File: config.mk
export PLATFORM = sky130hd
export DESIGN_NAME = hpq_ram
export DESIGN_NICKNAME = d
export VERILOG_FILES = /design/src/rtl/hpq_ram.sv
export SDC_FILE = /design/constraint.sdc
export NUM_CORES = 2
export LEC_CHECK = 0
export ABC_AREA = 0
export BUFFER_PORTS_ARGS = -buffer_cell sky130_fd_sc_hd__clkbuf_2
export CAP_MARGIN = 20
export CORE_AREA = 2 2 651 653
export CTS_BUF_LIST = sky130_fd_sc_hd__clkbuf_8
export DETAILED_ROUTE_END_ITERATION = 16
export DIE_AREA = 0 0 653 655
export GPL_ROUTABILITY_DRIVEN = 0
export PLACE_DENSITY = 0.65
export SYNTH_ARGS = -nofsm -noshare
export SYNTH_HDL_FRONTEND = slang
export SYNTH_SLANG_ARGS = --single-unit
File: constraint.sdc
create_clock -name clk -period 3.5 [get_ports clk]
set_input_delay 0.35 -clock clk [delete_from_list [all_inputs] [get_ports clk]]
set_output_delay 0.35 -clock clk [all_outputs]
set_load 0.005 [all_outputs]
File: src/rtl/hpq_ram.sv
// ----------------------------------------------------------------------------
// hpq_ram
// Heap store: one write port, two read ports, registered read data.
// ----------------------------------------------------------------------------
module hpq_ram #(
    parameter int DATA_W = 32,
    parameter int DEPTH  = 128,
    localparam int ADDR_W = (DEPTH > 1) ? $clog2(DEPTH) : 1
) (
    input  logic              clk,
    input  logic              wr_en,
    input  logic [ADDR_W-1:0] wr_addr,
    input  logic [DATA_W-1:0] wr_data,
    input  logic [ADDR_W-1:0] rd0_addr,
    input  logic [ADDR_W-1:0] rd1_addr,
    output logic [DATA_W-1:0] rd0_data,
    output logic [DATA_W-1:0] rd1_data
);

    logic [DATA_W-1:0] mem [DEPTH];

    always_ff @(posedge clk)
    begin
        if (wr_en)
        begin
            mem[wr_addr] <= wr_data;
        end
        rd0_data <= mem[rd0_addr];
        rd1_data <= mem[rd1_addr];
    end

endmodule

==> run_results.csv <==
group,metric,value,unit
run_status,status,"completed",
flow_run,max-cap-violations,0,
detailed_routing,drc,0,
clocking,cts_resized,0,
sta,fin_worst_skew,0.0819,ns
grt,antenna_found_initial,67,
pwr,p_sw,25.5,mW
yosys,synth_seq_cells,4160,
grt,grt_max_degree,129,
grt,met2_usage,0.453,
yosys,avgSynthCellArea,24.5,um^2
clocking,cts_setup_buffers,0,
final_layout,syn_to_final_growth,14.8,%
sta,setup_slack,0.464,ns
floorplanning,initial_core_util,0.448,
floorplanning,die_w,653,um
clocking,cts_tree,"yes",
sta,fin_crit,3.04,ns
clocking,path_clk_slew,0.07,ns
final_layout,multiInputGateArea,0.0629,mm^2
grt,gr-max-usage-layer,"met2",
detailed_routing,wl_per_cell,41.6,um
pwr,p_seq_frac,0.535,
grt,grt_pass1_wl,842000,um
placed_design,dpl.hpwl,363000,um
pwr,power,104,mW
grt,met3_usage,0.0695,
setup_path,path_max_fanout,2,
clocking,cts_sinks,4160,
setup_path,worst_setup_path_start_kind,"flop",
detailed_routing,totalWireLength,614000,um
setup_path,worstPathArrival,4.17,ns
detailed_routing,drt_iter0_drc,15200,
floorplanning,rows,239,
placed_design,port_buffers,118,
detailed_routing,drt_pass1_iterations,5,
final_layout,final_common_cell,"edfxtp_1",
grt,groute.usage.overall,0.287,
pwr,switching_share,0.245,
setup_path,worst_setup_path_end_kind,"flop",
pwr,p_int,78.4,mW
hold_path,holdCritPathClass,"in -> reg",
detailed_routing,via_count,102000,
pwr,p_leak,67.2,nW
yosys,netlist_instances,7701,
grt,met1_usage,0.374,
grt,grt-ovfl-total,0,
final_layout,seqCellArea,0.124,mm^2
placed_design,pre_cts_slack,-0.00880,ns
yosys,ys_seq_area_frac,0.658,
final_layout,fin_area,0.217,mm^2
sta,worst_pin_slew,1.22,ns
sta,drv_slew,0,
setup_path,path_class,"reg -> reg",
yosys,syn-cell-area,0.189,mm^2
sta,hold_viol,0,
yosys,ys_warn_count,0,
clocking,cts_buffers,667,
detailed_routing,viasPerCell,6.92,
sta,whs,0.0698,ns
placed_design,postPlaceCellArea,0.204,mm^2
clocking,clk_latency,1.28,ns
yosys,synth_nets,7756,
final_layout,finalNonFillerCells,14800,
sta,finalSetupViolCount,0,
grt,grt_pass1_vias,104000,
floorplanning,core-area,0.422,mm^2
placed_design,dp.cells,13400,
floorplanning,die-area,0.428,mm^2
floorplanning,fp.dieH,655,um
pwr,share_clk_of_total_power,0.374,
yosys,synth.distinct_cells,17,
final_layout,fill_cells,32100,
clocking,cts_hold_buf,52,
clocking,cts_buffer_depth,4,
sta,slew_headroom,0.187,
setup_path,crit_required,4.64,ns
clocking,cts_max_level,6,
final_layout,num-nets-final,8657,
floorplanning,ios,119,
pwr,power.density,479,mW/mm^2
final_layout,drive_gt1_frac,0.493,
sta,max_freq,329,MHz
clocking,root_buffer,"clkbuf_8",
detailed_routing,drtAntennaViolNets,0,
pwr,irDropWorstVdd,0.370,mV
final_layout,most-common-layout-cells,"edfxtp_1, mux4_2, clkbuf_8",
sta,rsz0062_at_grt,"no",
pwr,comb_power_share,0.090,
sta,period_share,0.867,
## cell usage after synthesis
| master | number | area (um^2) |
|---|---|---|
| dfxtp_1 | 64 | 1280 |
| nor2b_1 | 7 | 43.8 |
| buf_4 | 17 | 128 |
| buf_1 | 132 | 495 |
| buf_2 | 103 | 515 |
| clkbuf_1 | 365 | 1370 |
| nand2b_1 | 2 | 12.5 |
| nand3_1 | 12 | 60.1 |
| nand4_1 | 3 | 18.8 |
| or3_1 | 1 | 6.26 |
| edfxtp_1 | 4096 | 123000 |
| buf_6 | 2 | 22.5 |
| nand2_1 | 14 | 52.6 |
| mux2_2 | 64 | 721 |
| nor3_1 | 9 | 45.0 |
| mux4_2 | 2688 | 60500 |
| nor2_1 | 122 | 458 |
## area by class of cell
| class | count | area share |
|---|---|---|
| Multi-Input combinational cell | 2922 | 0.290 |
| Clock inverter | 502 | 0.0118 |
| Timing Repair Buffer | 851 | 0.0475 |
| Clock buffer | 693 | 0.0440 |
| Antenna cell | 87 | 0.00100 |
| Tap cell | 5543 | 0.0320 |
| Sequential cell | 4160 | 0.573 |
## layer usage
metal / part of all wire / vias to the layer above
met2: 0.48 / 7091
met3: 0.11 / 1383
met1: 0.35 / 56200
met4: 0.056 / 34
met5: 0.00038 / -
li1: - / 37400
## state kept, by name, summed over array words and instances (netlist names)
| signal | flops |
|---|---|
| rd0_data | 32 |
| mem | 4096 |
| rd1_data | 32 |
## per-stage QoR
step                utilization  setup TNS [ns]
floorplan                     -           -7.35
global placement          0.483         -0.0172
detailed placement        0.483        -0.00880
CTS                       0.513               0
global route              0.514               0
finish                    0.514               0
## path summary, 6_finish.rpt
path / slack (ns) / end / from / cells past startpoint
setup / recovery: 0.46 / rd1_data[0]$_DFF_P_ / mem[101][0]$_DFFE_PP_ / 5
hold / removal: 0.07 / mem[83][14]$_DFFE_PP_ / wr_data[14] / 2
setup reg to reg: 0.46 / rd1_data[0]$_DFF_P_ / mem[101][0]$_DFFE_PP_ / 5
hold reg to reg: 1.15 / rd1_data[4]$_DFF_P_ / mem[125][4]$_DFFE_PP_ / 4
## cell families after synthesis
family	after synthesis	synth area share
buffers and inverters	619	0.0134
flip-flops	4160	0.658
multiplexers	2752	0.325
AND/OR/NAND/NOR	170	0.00369
## worst max-delay path, cell delays in order, from the launching register on
cell,delay [ns]
edfxtp_1,0.39
mux4_2,0.49
mux4_2,0.53
mux4_2,0.63
mux2_2,0.32
dlygate4sd3_1,0.56
## power groups by stage
stage | combinational, mW | sequential (mW) | clock [mW]
final | 9.38 | 55.6 | 38.9
after global routing | 9.73 | 55.6 | 41.4
after CTS | 9.33 | 55.6 | 39.4
after detailed placement | 9.24 | 56.6 | 0
after global placement | 9.12 | 56.6 | 0
after floorplan | 5.19 | 56.2 | 0
Power figures use the tool's default switching activity.
